--- src/sv/pstct_pkg.sv ---
// shared constants and types for the per-station traffic counter table
// no dependencies; used by the interfaces, the controller, the datapath and the top level
package pstct_pkg;

   localparam int TABLE_ENTRIES_DEF = 4096;

   localparam int ACT_W   = 2;
   localparam int IFX_W   = 16;
   localparam int MAC_W   = 48;
   localparam int LEN_W   = 16;
   localparam int KEY_W   = IFX_W + MAC_W;
   localparam int CNT_W   = 64;
   localparam int LIMIT_W = 13;

   localparam logic [LIMIT_W-1:0] LIMIT_RESET = 13'd4096;

   // action codes; anything else only reads
   localparam logic [ACT_W-1:0] ACT_RX    = 2'd0;
   localparam logic [ACT_W-1:0] ACT_TX    = 2'd1;
   localparam logic [ACT_W-1:0] ACT_READ  = 2'd2;
   localparam logic [ACT_W-1:0] ACT_SPARE = 2'd3;

   typedef struct packed {
      logic [CNT_W-1:0] bytes_total;
      logic [CNT_W-1:0] packets_total;
      logic [CNT_W-1:0] rx_bytes;
      logic [CNT_W-1:0] rx_packets;
      logic [CNT_W-1:0] tx_bytes;
      logic [CNT_W-1:0] tx_packets;
   } counters_type;

   typedef struct packed {
      logic clear_wr;
      logic load;
      logic rd;
      logic step;
      logic commit;
   } dp_cmd_type;

   typedef struct packed {
      logic clear_done;
      logic hit;
      logic empty;
      logic exhausted;
      logic out_free;
   } dp_sts_type;

endpackage

--- src/sv/pstct_ctrl.sv ---
// controller: clearing sweep, item intake and probe sequencing
// depends on pstct_pkg for the command and status structs
module pstct_ctrl (
   input  logic                  clock,
   input  logic                  reset,
   input  logic                  req_valid,
   output logic                  req_ready,
   input  pstct_pkg::dp_sts_type sts,
   output pstct_pkg::dp_cmd_type cmd
);

   typedef enum logic [3:0] {
      ST_CLEAR = 4'b0001,
      ST_IDLE  = 4'b0010,
      ST_READ  = 4'b0100,
      ST_CHECK = 4'b1000
   } ctrl_state_type;

   ctrl_state_type state_ff, state_in;
   logic           done;

   assign done = sts.hit | sts.empty | sts.exhausted;

   always_comb begin
      state_in  = state_ff;
      cmd       = '0;
      req_ready = 1'b0;
      case (state_ff)
         ST_CLEAR: begin
            cmd.clear_wr = 1'b1;
            if (sts.clear_done) begin
               state_in = ST_IDLE;
            end
         end
         ST_IDLE: begin
            req_ready = 1'b1;
            if (req_valid) begin
               cmd.load = 1'b1;
               state_in = ST_READ;
            end
         end
         ST_READ: begin
            cmd.rd   = 1'b1;
            state_in = ST_CHECK;
         end
         ST_CHECK: begin
            if (done) begin
               // hold here until the output register can take the beat
               if (sts.out_free) begin
                  cmd.commit = 1'b1;
                  state_in   = ST_IDLE;
               end
            end else begin
               cmd.step = 1'b1;
               state_in = ST_READ;
            end
         end
         default: begin
            state_in = ST_CLEAR;
         end
      endcase
   end

   always_ff @(posedge clock) begin
      if (reset) begin
         state_ff <= ST_CLEAR;
      end else begin
         state_ff <= state_in;
      end
   end

   a_commit_only_when_done: assert property (@(posedge clock) disable iff (reset)
      cmd.commit |-> done && sts.out_free)
      else $error("commit without a finished probe");

   a_probe_follows_read: assert property (@(posedge clock) disable iff (reset)
      cmd.rd |=> (cmd.commit || cmd.step || !sts.out_free))
      else $error("probe result not handled after read");

   a_no_intake_while_clearing: assert property (@(posedge clock) disable iff (reset)
      cmd.clear_wr |-> !req_ready)
      else $error("request taken during clearing sweep");

endmodule

--- config.mk ---
export PLATFORM = sky130hd
export DESIGN_NAME = pstct_ctrl
export DESIGN_NICKNAME = d
export VERILOG_FILES = /design/src/sv/pstct_pkg.sv /design/src/sv/pstct_ctrl.sv
export SDC_FILE = /design/constraint.sdc
export NUM_CORES = 1
export LEC_CHECK = 0
export CAP_MARGIN = 20
export CORE_AREA = 2 2 39 41
export DETAILED_ROUTE_END_ITERATION = 10
export DIE_AREA = 0 0 41 43
export DONT_BUFFER_PORTS = 1
export GPL_TIMING_DRIVEN = 1
export PLACE_DENSITY = 0.42
export RECOVER_POWER = 100
export SYNTH_ARGS = -nofsm -noshare
export SYNTH_HDL_FRONTEND = slang
export SYNTH_SLANG_ARGS = --single-unit
--- constraint.sdc ---
create_clock -name clock -period 1.5 [get_ports clock]
set_input_delay 0.15 -clock clock [delete_from_list [all_inputs] [get_ports clock]]
set_output_delay 0.15 -clock clock [all_outputs]
set_load 0.005 [all_outputs]
# After elaboration in Yosys (flattened, before gate mapping)
# Cells that the tools add are included.
word_totals:
  register_bits: 4
  output_inout_bits: 6
  input_bits: 8
  wordCells: 25
op_classes:
  bitwise_logic: 2
  muxes: 14
  n_reduce_logical: 1
  eq_ne: 7
op_table:
  columns: ["op", "n"]
  rows:
  - ["2-to-1 mux 4 bit", 4]
  - ["one-hot mux 4 bit (4 select lines)", 1]
  - ["2-to-1 mux 1 bit", 8]
  - ["equality test 4 x 1 -> 1 bit, second input constant", 1]
  - ["equality test 4 x 2 -> 1 bit, second input constant", 1]
  - ["equality test 4 x 3 -> 1 bit, second input constant", 1]
  - ["equality test 4 bit, second input constant", 1]
  - ["inequality test 2 bit, second input constant", 2]
  - ["inequality test 3 bit, second input constant", 1]
  - ["AND reduction 3 bit", 1]
  - ["2-to-1 mux 2 bit", 1]
  - ["OR 1 bit", 2]

# Logic depth before layout (Yosys ltp)
# Gate-level depths: netlist (run 1).
logic_depth:
  word_depth: 4
  mapped_depth: 4
  ltp_nobuf: 3

# Least setup slack after synthesis (run 1)
# Ideal clock, no wire load.
synth_path:
  path_kind: "register to output"
  start: "register state_ff[0]"
  end: "output port cmd[0] (netlist name)"
  stages_incl_launch_ff: 4
  required_ns: 1.350
  arrival_ns: 1.159
  n_path_buf: 1
  path_slack_ns: 0.191
  path_cell_list: "dfxtp_1 -> buf_2 -> or4b_4 -> nor3_1"
synth_lines:
  columns: ["element", "line_no", "source"]
  rows:
  - ["from (decl)", "pstct_ctrl.sv:19", "ctrl_state_type state_ff, state_in;"]
  - ["from (signal assigned)", "pstct_ctrl.sv:68", "state_ff <= state_in;"]
  - ["to (decl)", "pstct_ctrl.sv:9", "output pstct_pkg::dp_cmd_type cmd"]

==> impl_results.md, run 1 <==
* Share of synthesized area occupied by flip-flops and latches at 23.53%
* Total power density per cell area at 801.8 mW/mm2
* DRT Wirelength at 822 um
* Number of enable-type register cells in the synthesized netlist at 0
* Peak fanout along the critical path at 10
* Total negative slack for setup checks at 0 ns
* Flip-flop count of the largest register after layout at 4
* Clock tree from TritonCTS: built
* Number of different library cells in the post-synthesis netlist at 23
* Area of the core at 0.001384 mm2
* Detailed Routing Iterations Pass 1 at 4
* Number of pins exceeding their max-slew limit in the final report at 0
* Clock sink total at 4
* Arrival time of data at the critical path endpoint at 1.34 ns
* Leakage Power at 0.1384 nW
* Proportion of synthesized area in mux cells at 0%
* Pin count of the biggest net entering global routing at 11
* Cell area after technology mapping at 340.3 um2
* Simple-Gate Fraction of Synth Area at 51.10%
* Most used flip-flop cell after synthesis: dfxtp_1
* Footprint of the flip-flops and latches at 87.58 um2
* Commonest cells in the synthesized netlist: dfxtp_1 (4), inv_1 (3)
* Worst Skew at 0.001834 ns
* Buffer type at the clock tree root: clkbuf_4
* Worst setup EP type: output pin
* Register ranked first by flip-flop count: state_ff
* Cell types occupying the most area after synthesis: dfxtp_1 (24%), nor4b_4 (14%), nor4b_2 (8.8%)
* Number of failing setup endpoints in the final timing report at 0
* Die area at 0.001763 mm2
* Layout net count at 51
* Largest registers: state_ff (4)
* Ys Warns at 0
* Fraction of registers with async set/reset at 0%
* Detail-routed net length per standard cell at 14.42 um
* Hold crit path type: primary input to flip-flop
* Ratio of cells with drive above 1 in the final layout at 46.34%
* Total of fill cells in the finished design at 158
* Placement Cell Area at 380.4 um2
* Residual DRC at 0
* Gpl congestion at 0.7696
* Number of rows created at floorplan at 14
* Post-layout min period at 1.490 ns
* Overall fraction of global-route tracks in use at 12.66%
* CTS Buffer Depth at 2
* Final cell area excluding filler cells at 431.7 um2
* GRT Residual Overflow at 0
* Data required time at the worst endpoint at 1.35 ns
* Worst setup path start: state_ff[1]$_SDFFE_PP0P_
* Die W at 41 um
* Measured slew at the worst slew-check pin at 0.5909 ns
* Worst-case vdd ir drop at 570.6 uV
* Chip height at 43 um
* Crit Reg-Reg Startpoint: state_ff[1]$_SDFFE_PP0P_
* Total inserted antenna cells at 0
* Synth Area in XOR/XNOR at 0%
* Setup repair after global routing missed its margin: yes
* Final period utilization at 99.32%
* Initial DRC Count at 10
* Dominant combinational cell family by area after synthesis: simple AND/OR/NAND/NOR gates
* Most numerous cell in the Yosys netlist: dfxtp_1
* WS Path Type: flip-flop to output pin
* Setup crit start kind: flip-flop
* Share of the synthesized area in the top cell type at 23.53%
* Maximum achievable frequency at 671.2 MHz
* Routed vias at 316
* Input/output buffers at 0
* Run status: finished clean
* H-tree depth at 1
* Number of antenna violations at the first check in global routing at 0
* Net count after synthesis at 43
* Average via count per standard cell at 5.544
* Num CTS Buffers at 3
* Number of global-route vias before repair at 294
* Post-CTS setup repair buffer count at 0
* Clock-pin slew on the worst setup and hold paths at 0.04 ns
* Hold Startpoint: reset
* Flip-flop and latch count after synthesis at 4
* Final hold viol count at 0
* Layout overhead on the synthesized area at 26.84%
* Starting Density at 24.59%
* Post-synthesis adder-cell area fraction at 0%
* Synthesized area per cell at 9.724 um2
* Number of maximum-capacitance constraint violations at 0
* Half-perimeter wire length after detailed placement at 613.6 um
* Latest clock arrival within the worst-skew pair at 0.24 ns
* Cells after synthesis at 35
* Fraction of the mapped netlist area in compound gates at 19.12%
* Cell type with the highest aggregate area in the netlist: dfxtp_1
* Antenna violation net count after detailed routing at 0
* Worst rel slew slack at 60.30%
* Footprint of the multi-input gates at 250.2 um2
* First-pass GRT wire length at 1421 um
* Top-Level Pins at 14
## routing by layer
layer | global-route usage (%) | up-vias | wire (um)
li1 | - | 148 | -
met1 | 17.42 | 146 | 340
met2 | 14.69 | 20 | 366
met3 | 8.377 | 2 | 105
met4 | 6.000 | 0 | 10
met5 | 0 | - | 0
## final timing paths
check        cells after the start  slack [ns]                  endpoint
max                              2        0.01                    cmd[0]
min                              1        0.02  state_ff[0]$_SDFFE_PP1P_
max reg2reg                      3        0.20  state_ff[1]$_SDFFE_PP0P_
min reg2reg                      2        0.58  state_ff[0]$_SDFFE_PP1P_
## cells by family after synthesis
group | after synthesis
buffers and inverters | 5
DFF | 4
AOI/OAI and AO/OA | 9
and+or+nand+nor | 17
## metrics by stage
stage	hold WS (ns)	worst slack, ns	cells	total power [mW]	util, %
after floorplan	0.2210	0.1908	35	0.1872	-
after global placement	0.2265	0.1421	53	0.2056	27.49
after detailed placement	0.2286	0.1164	53	0.2055	27.49
after CTS	0.01181	-0.002868	57	0.3531	31.01
after global routing	0.006320	-0.04556	57	0.3738	31.19
final	0.01875	0.01020	57	0.3461	31.19
## worst max-delay path, stage by stage, from the launching register on
cell	delay (ns)
dfxtp_4	0.37
or4b_4	0.58
nor3_4	0.15
## placed cells by master (no fill, tap or decap), drive strengths merged
cell type	n
a221oi	1
nor3	3
a311oi	1
buf	4
o22ai	1
dlygate4sd3	1
clkbuf	3
nor4bb	1
a21oi	1
and2	1
o21a	1
or4b	1
nand3b	1
nand2b	2
nor4	1
nor4b	4
a31oi	1
inv	3
o21bai	1
nor2	2
or3	1
a211oi	2
dfxtp	4
## repair_timing
| action | in CTS | in global routing |
|---|---|---|
| resized for setup | 6 | 1 |
| pin swaps | 0 | 1 |
| setup endpoints to repair | 4 | 2 |
| cloned | 0 | 0 |
| endpoints found under the hold margin | 3 | 0 |
| hold buffers | 1 | 0 |
## final cells by class
type	instances	share of cell area, %
clock buffers	3	5.217
inverters	3	2.609
multi-input cells	26	57.97
flip-flops and latches	4	20.29
well taps	16	4.638
repair buffers	5	9.275
## report_power, final
group | leakage [nW] | switching (mW) | internal [mW] | total, mW
Clock | 0.0138 | 0.0468 | 0.0897 | 0.136
Sequential | 0.0340 | 0.0237 | 0.116 | 0.140
Combinational | 0.0906 | 0.0280 | 0.0416 | 0.0696
No activity file was read; power rests on OpenSTA's default activity.
==> inputs of run 2 (changes only) <==
--- a/config.mk
+++ b/config.mk
@@ -6,12 +6,16 @@
 export NUM_CORES = 1
 export LEC_CHECK = 0
 export CAP_MARGIN = 20
+export CELL_PAD_IN_SITES_DETAIL_PLACEMENT = 1
+export CELL_PAD_IN_SITES_GLOBAL_PLACEMENT = 1
 export CORE_AREA = 2 2 39 41
+export CTS_BUF_LIST = sky130_fd_sc_hd__clkbuf_8 sky130_fd_sc_hd__clkbuf_16
 export DETAILED_ROUTE_END_ITERATION = 10
 export DIE_AREA = 0 0 41 43
 export DONT_BUFFER_PORTS = 1
 export GPL_TIMING_DRIVEN = 1
-export PLACE_DENSITY = 0.42
+export MAX_ROUTING_LAYER = met4
+export PLACE_DENSITY = 0.52
 export RECOVER_POWER = 100
 export SYNTH_ARGS = -nofsm -noshare
 export SYNTH_HDL_FRONTEND = slang
==> impl_results.md, run 2 (same netlist as run 1, synthesis figures left out) <==
* Die area at 0.001763 mm2 (unchanged)
* Setup crit start kind: flip-flop (unchanged)
* Starting Density at 24.59% (unchanged)
* Post-layout min period at 1.485 ns (was 1.490 ns)
* Setup repair after global routing missed its margin: yes (unchanged)
* Clock-pin slew on the worst setup and hold paths at 0.03 ns (was 0.04 ns)
* Share of total power in the clock network at 52.3% (was 39.4%)
* Worst setup EP type: output pin (unchanged)
* Switching share of power at 25.76% (was 28.44%)
* Final critical-path setup slack at 0.01538 ns (was 0.01020 ns)
* Run status: finished clean (unchanged)
* Input/output buffers at 0 (unchanged)
* Measured slew at the worst slew-check pin at 0.5678 ns (was 0.5909 ns)
* DRT Wirelength at 836 um (was 822 um)
* Pin count of the biggest net entering global routing at 11 (unchanged)
* Num CTS Buffers at 3 (unchanged)
* Worst-case vdd ir drop at 331.0 uV (was 570.6 uV)
* Ratio of cells with drive above 1 in the final layout at 45.00% (was 46.34%)
* Chip height at 43 um (unchanged)
* Logic gate share of total power at 16.0% (was 20.1%)
* CTS Buffer Depth at 2 (unchanged)
* H-tree depth at 1 (unchanged)
* Detail-routed net length per standard cell at 14.93 um (was 14.42 um)
* Internal portion of total power at 329.2 uW (was 247.7 uW)
* Finished Core Util at 32.01% (was 31.19%)
* Total of fill cells in the finished design at 159 (was 158)
* Leakage Power at 0.1408 nW (was 0.1384 nW)
* Final hold viol count at 0 (unchanged)
* Top-Level Pins at 14 (unchanged)
* Routed vias at 302 (was 316)
* Gpl congestion at 0.7355 (was 0.7696)
* Number of antenna violations at the first check in global routing at 0 (unchanged)
* Number of pins exceeding their max-slew limit in the final report at 0 (unchanged)
* Average via count per standard cell at 5.393 (was 5.544)
* Tightest hold margin at 0.04546 ns (was 0.01875 ns)
* Data required time at the worst endpoint at 1.35 ns (about the same)
* Hold crit path type: primary input to flip-flop (unchanged)
* Worst-case setup slack after placement at 0.1126 ns (was 0.1164 ns)
* Antenna violation net count after detailed routing at 0 (unchanged)
* First-pass GRT wire length at 1386 um (was 1421 um)
* Residual DRC at 0 (unchanged)
* Final cell area excluding filler cells at 442.9 um2 (was 431.7 um2)
* Detailed Routing Iterations Pass 1 at 2 (was 4)
* Largest registers: state_ff (4) (unchanged)
* Worst Skew at 0.004486 ns (was 0.001834 ns)
* Total net switching power at 114.2 uW (was 98.43 uW)
* Footprint of the flip-flops and latches at 87.58 um2 (unchanged)
* WS Path Type: flip-flop to output pin (unchanged)
* GRT Residual Overflow at 0 (unchanged)
* Overall fraction of global-route tracks in use at 12.54% (was 12.66%)
* Total power density per cell area at 1001 mW/mm2 (was 801.8 mW/mm2)
* Number of rows created at floorplan at 14 (unchanged)
* Area of the core at 0.001384 mm2 (unchanged)
* Buffer type at the clock tree root: clkbuf_8 (was clkbuf_4)
* Final period utilization at 98.97% (was 99.32%)
* Arrival time of data at the critical path endpoint at 1.33 ns (was 1.34 ns)
* Maximum achievable frequency at 673.6 MHz (was 671.2 MHz)
* Half-perimeter wire length after detailed placement at 657.6 um (was 613.6 um)
* Most used cells in the layout excluding fill and tap cells: inv_1 (3), clkbuf_8 (3), buf_4 (3), dfxtp_2 (3) (was buf_4 (4), inv_1 (3), clkbuf_4 (3), dfxtp_2 (3))
* Worst rel slew slack at 61.86% (was 60.30%)
* Number of maximum-capacitance constraint violations at 0 (unchanged)
* Latest clock arrival within the worst-skew pair at 0.22 ns (was 0.24 ns)
* Layout overhead on the synthesized area at 30.15% (was 26.84%)
* Layout net count at 50 (was 51)
* Clock sink total at 4 (unchanged)
* Peak fanout along the critical path at 8 (was 10)
* Initial DRC Count at 3 (was 10)
* Sequential power share at 31.7% (was 40.5%)
* Placement Cell Area at 372.9 um2 (was 380.4 um2)
* Number of failing setup endpoints in the final timing report at 0 (unchanged)
* Flip-flop count of the largest register after layout at 4 (unchanged)
* Die W at 41 um (unchanged)
* Number of global-route vias before repair at 309 (was 294)
* Register ranked first by flip-flop count: state_ff (unchanged)
* Clock tree from TritonCTS: built (unchanged)
* Total inserted antenna cells at 0 (unchanged)
* Footprint of the multi-input gates at 250.2 um2 (unchanged)
## run 2: changes by cell type in the layout (fill, tap and decap cells not counted), sizes merged
cell | before | now
buf | 4 | 3
## run 2: area by class of cell
cell class / instances / share of cell area, %
clock buffer: 3 / 9.322
inverter: 3 / 2.542
multi-input combinational: 26 / 56.50
sequential: 4 / 19.77
tap: 16 / 4.520
timing repair buffer: 4 / 7.345
## run 2: power groups by stage
stage / Clock (mW) / Combinational [mW] / Sequential [mW]
floorplan: 0 / 0.0690 / 0.118
global route: 0.249 / 0.0788 / 0.143
finish: 0.232 / 0.0711 / 0.141
CTS: 0.239 / 0.0705 / 0.141
detailed placement: 0 / 0.0669 / 0.141
global placement: 0 / 0.0669 / 0.139
## run 2: timing repair
action	CTS	global route
gates cloned	0	0
resized for setup	5	2
setup buffers	0	0
setup endpoints to repair	4	2
hold buffers	1	0
hold endpoints to repair	3	0
## run 2: final timing paths
| path | endpoint | from | depth (start not counted) | slack [ns] |
|---|---|---|---|---|
| min | state_ff[0]$_SDFFE_PP1P_ | reset | 1 | 0.05 |
| max | cmd[1] | state_ff[2]$_SDFFE_PP0P_ | 2 | 0.02 |
| max reg2reg | state_ff[1]$_SDFFE_PP0P_ | state_ff[2]$_SDFFE_PP0P_ | 3 | 0.19 |
| min reg2reg | state_ff[0]$_SDFFE_PP1P_ | state_ff[3]$_SDFFE_PP0P_ | 2 | 0.64 |
## run 2: layer usage
metal,vias to the layer above,track usage (%),share of wire (%)
met4,0,12.00,3.2
li1,148,-,-
met5,-,-,0
met2,12,15.00,46
met1,139,15.38,42
met3,3,4.188,8.9
## run 2: metrics by stage
step	setup TNS [ns]	std cells	power, mW
finish	0	56	0.4434
global route	-0.03499	56	0.4713
CTS	0	56	0.4504
detailed placement	0	52	0.2075
global placement	0	52	0.2059
floorplan	0	35	0.1872
## run 2: worst max-delay path, cell delays in order (launching register included)
cell	delay, ns
dfxtp_2	0.37
or4b_4	0.59
nor2_1	0.16
==> inputs of run 3 (changes only) <==
--- a/config.mk
+++ b/config.mk
@@ -17,6 +17,7 @@
 export MAX_ROUTING_LAYER = met4
 export PLACE_DENSITY = 0.52
 export RECOVER_POWER = 100
+export SETUP_SLACK_MARGIN = 0.4
 export SYNTH_ARGS = -nofsm -noshare
 export SYNTH_HDL_FRONTEND = slang
 export SYNTH_SLANG_ARGS = --single-unit
==> impl_results.md, run 3 (same netlist as run 1, synthesis figures left out) <==
* Layout net count at 62 (was 50)
* Highest-utilization routing layer at the global route stage: met2 (was met1)
* Pin count of the biggest net entering global routing at 9 (was 11)
* Total power density per cell area at 823.2 mW/mm2 (was 1001 mW/mm2)
* Clock tree from TritonCTS: built (unchanged)
* Layout overhead on the synthesized area at 81.25% (was 30.15%)
* Total negative slack for setup checks at 0 ns (unchanged)
* Setup repair after global routing missed its margin: yes (unchanged)
* Area of the core at 0.001384 mm2 (unchanged)
* Met1 track utilization from global routing at 20.00% (was 15.38%)
* Starting Density at 24.59% (unchanged)
* Die area at 0.001763 mm2 (unchanged)
* Worst-case setup slack after placement at 0.1332 ns (was 0.1126 ns)
* WS Path Type: flip-flop to output pin (unchanged)
* Peak fanout along the critical path at 3 (was 8)
* Final period utilization at 95.21% (was 98.97%)
* Maximum achievable frequency at 700.2 MHz (was 673.6 MHz)
* Gpl congestion at 0.7224 (was 0.7355)
* Worst setup EP type: output pin (unchanged)
* Number of antenna violations at the first check in global routing at 0 (unchanged)
* Met2 global-route usage at 23.44% (was 15.00%)
* Detailed Routing Iterations Pass 1 at 2 (unchanged)
* Number of global-route vias before repair at 370 (was 309)
* Final hold viol count at 0 (unchanged)
* Number of failing setup endpoints in the final timing report at 0 (unchanged)
* Final Total Pwr at 507.8 uW (was 443.4 uW)
* First-pass GRT wire length at 1787 um (was 1386 um)
* Initial DRC Count at 4 (was 3)
* Hold crit path type: primary input to flip-flop (unchanged)
* Antenna violation net count after detailed routing at 0 (unchanged)
* Routed vias at 351 (was 302)
* Setup crit start kind: flip-flop (unchanged)
* DRT Wirelength at 1154 um (was 836 um)
* Detail-routed net length per standard cell at 16.97 um (was 14.93 um)
* Flip-flop count of the largest register after layout at 4 (unchanged)
* Post-layout min period at 1.428 ns (was 1.485 ns)
* Total inserted antenna cells at 0 (unchanged)
* Critical Path Slowest Stage Cell: or4b_4 (unchanged)
* Buffer type at the clock tree root: clkbuf_8 (unchanged)
* Placement Cell Area at 372.9 um2 (unchanged)
* Top-Level Pins at 14 (unchanged)
* Input/output buffers at 0 (unchanged)
* Residual DRC at 0 (unchanged)
* Number of maximum-capacitance constraint violations at 0 (unchanged)
* Total of fill cells in the finished design at 155 (was 159)
* CTS Buffer Depth at 2 (unchanged)
* Final cell area excluding filler cells at 616.8 um2 (was 442.9 um2)
* Largest registers: state_ff (4) (unchanged)
* Overall fraction of global-route tracks in use at 16.27% (was 12.54%)
* Data required time at the worst endpoint at 1.35 ns (about the same)
* Ratio of cells with drive above 1 in the final layout at 69.23% (was 45.00%)
* Arrival time of data at the critical path endpoint at 1.28 ns (was 1.33 ns)
* Delay of the slowest cell on the worst path at 0.56 ns (was 0.59 ns)
* Latest clock arrival within the worst-skew pair at 0.22 ns (about the same)
* Register ranked first by flip-flop count: state_ff (unchanged)
* Clock-pin slew on the worst setup and hold paths at 0.03 ns (about the same)
* Clock sink total at 4 (unchanged)
* Worst Skew at 0.002436 ns (was 0.004486 ns)
* Worst rel slew slack at 54.11% (was 61.86%)
* Cells along the critical path: or4b_4, nor2_1 (unchanged)
* Worst-case vdd ir drop at 456.3 uV (was 331.0 uV)
* Final critical-path setup slack at 0.07179 ns (was 0.01538 ns)
* Measured slew at the worst slew-check pin at 0.6831 ns (was 0.5678 ns)
* H-tree depth at 1 (unchanged)
* Run status: finished clean (unchanged)
* GRT Residual Overflow at 0 (unchanged)
* Leakage Power at 0.2227 nW (was 0.1408 nW)
* Number of rows created at floorplan at 14 (unchanged)
* Num CTS Buffers at 3 (unchanged)
* Average via count per standard cell at 5.162 (was 5.393)
* Chip height at 43 um (unchanged)
* Most used cells in the layout excluding fill and tap cells: buf_4 (5), buf_6 (5), dfxtp_4 (4) (was inv_1 (3), clkbuf_8 (3), buf_4 (3), dfxtp_2 (3))
* Tightest hold margin at 0.03534 ns (was 0.04546 ns)
* Number of pins exceeding their max-slew limit in the final report at 0 (unchanged)
* Half-perimeter wire length after detailed placement at 734.3 um (was 657.6 um)
* GR Util met3 at 3.141% (was 4.188%)
* Die W at 41 um (unchanged)
run 3: per-layer routing:
metal	vias up	share of wire [%]
met5	-	0
li1	171	-
met2	11	53
met4	0	1.8
met3	2	4.4
met1	167	40
run 3: worst paths after layout:
kind | from | to | slack, ns | depth (start not counted)
worst max-delay path | state_ff[0]$_SDFFE_PP1P_ | cmd[1] | 0.07 | 2
worst min register to register | state_ff[2]$_SDFFE_PP0P_ | state_ff[0]$_SDFFE_PP1P_ | 0.69 | 3
worst min-delay path | reset | state_ff[0]$_SDFFE_PP1P_ | 0.04 | 1
worst max register to register | state_ff[0]$_SDFFE_PP1P_ | state_ff[3]$_SDFFE_PP0P_ | 0.08 | 6
run 3: timing repair:
action | 4_1_cts | 5_1_grt
setup endpoints to repair | 10 | 10
hold endpoints to repair | 3 | 0
resized for setup | 15 | 10
hold buffers | 1 | 0
pin swaps | 8 | 8
buffers inserted | 8 | 5
run 3: critical path: cells and delay by family, from the launching register on:
family	cells	cell delay (ns)
and+or+nand+nor	2	0.71
DFF	1	0.34
run 3: where the power goes:
group | switching [mW] | internal, mW | total, mW
Sequential | 0.0118 | 0.113 | 0.125
Combinational | 0.0643 | 0.0897 | 0.154
Clock | 0.0579 | 0.171 | 0.229
Total | 0.134 | 0.374 | 0.508
run 3: metrics by stage:
step	util (%)	std cells
after CTS	40.33	63
after global routing	44.57	68
after floorplan	-	35
after global placement	26.94	51
after detailed placement	26.94	51
final	44.57	68
run 3: cell type report:
class	instances	area, um2	area share [%]
flip-flops and latches	4	95.09	15.42
inverters	3	11.26	1.826
multi-input cells	26	305.3	49.49
repair buffers	16	143.9	23.33
clock buffers	3	41.29	6.694
well taps	16	20.02	3.245
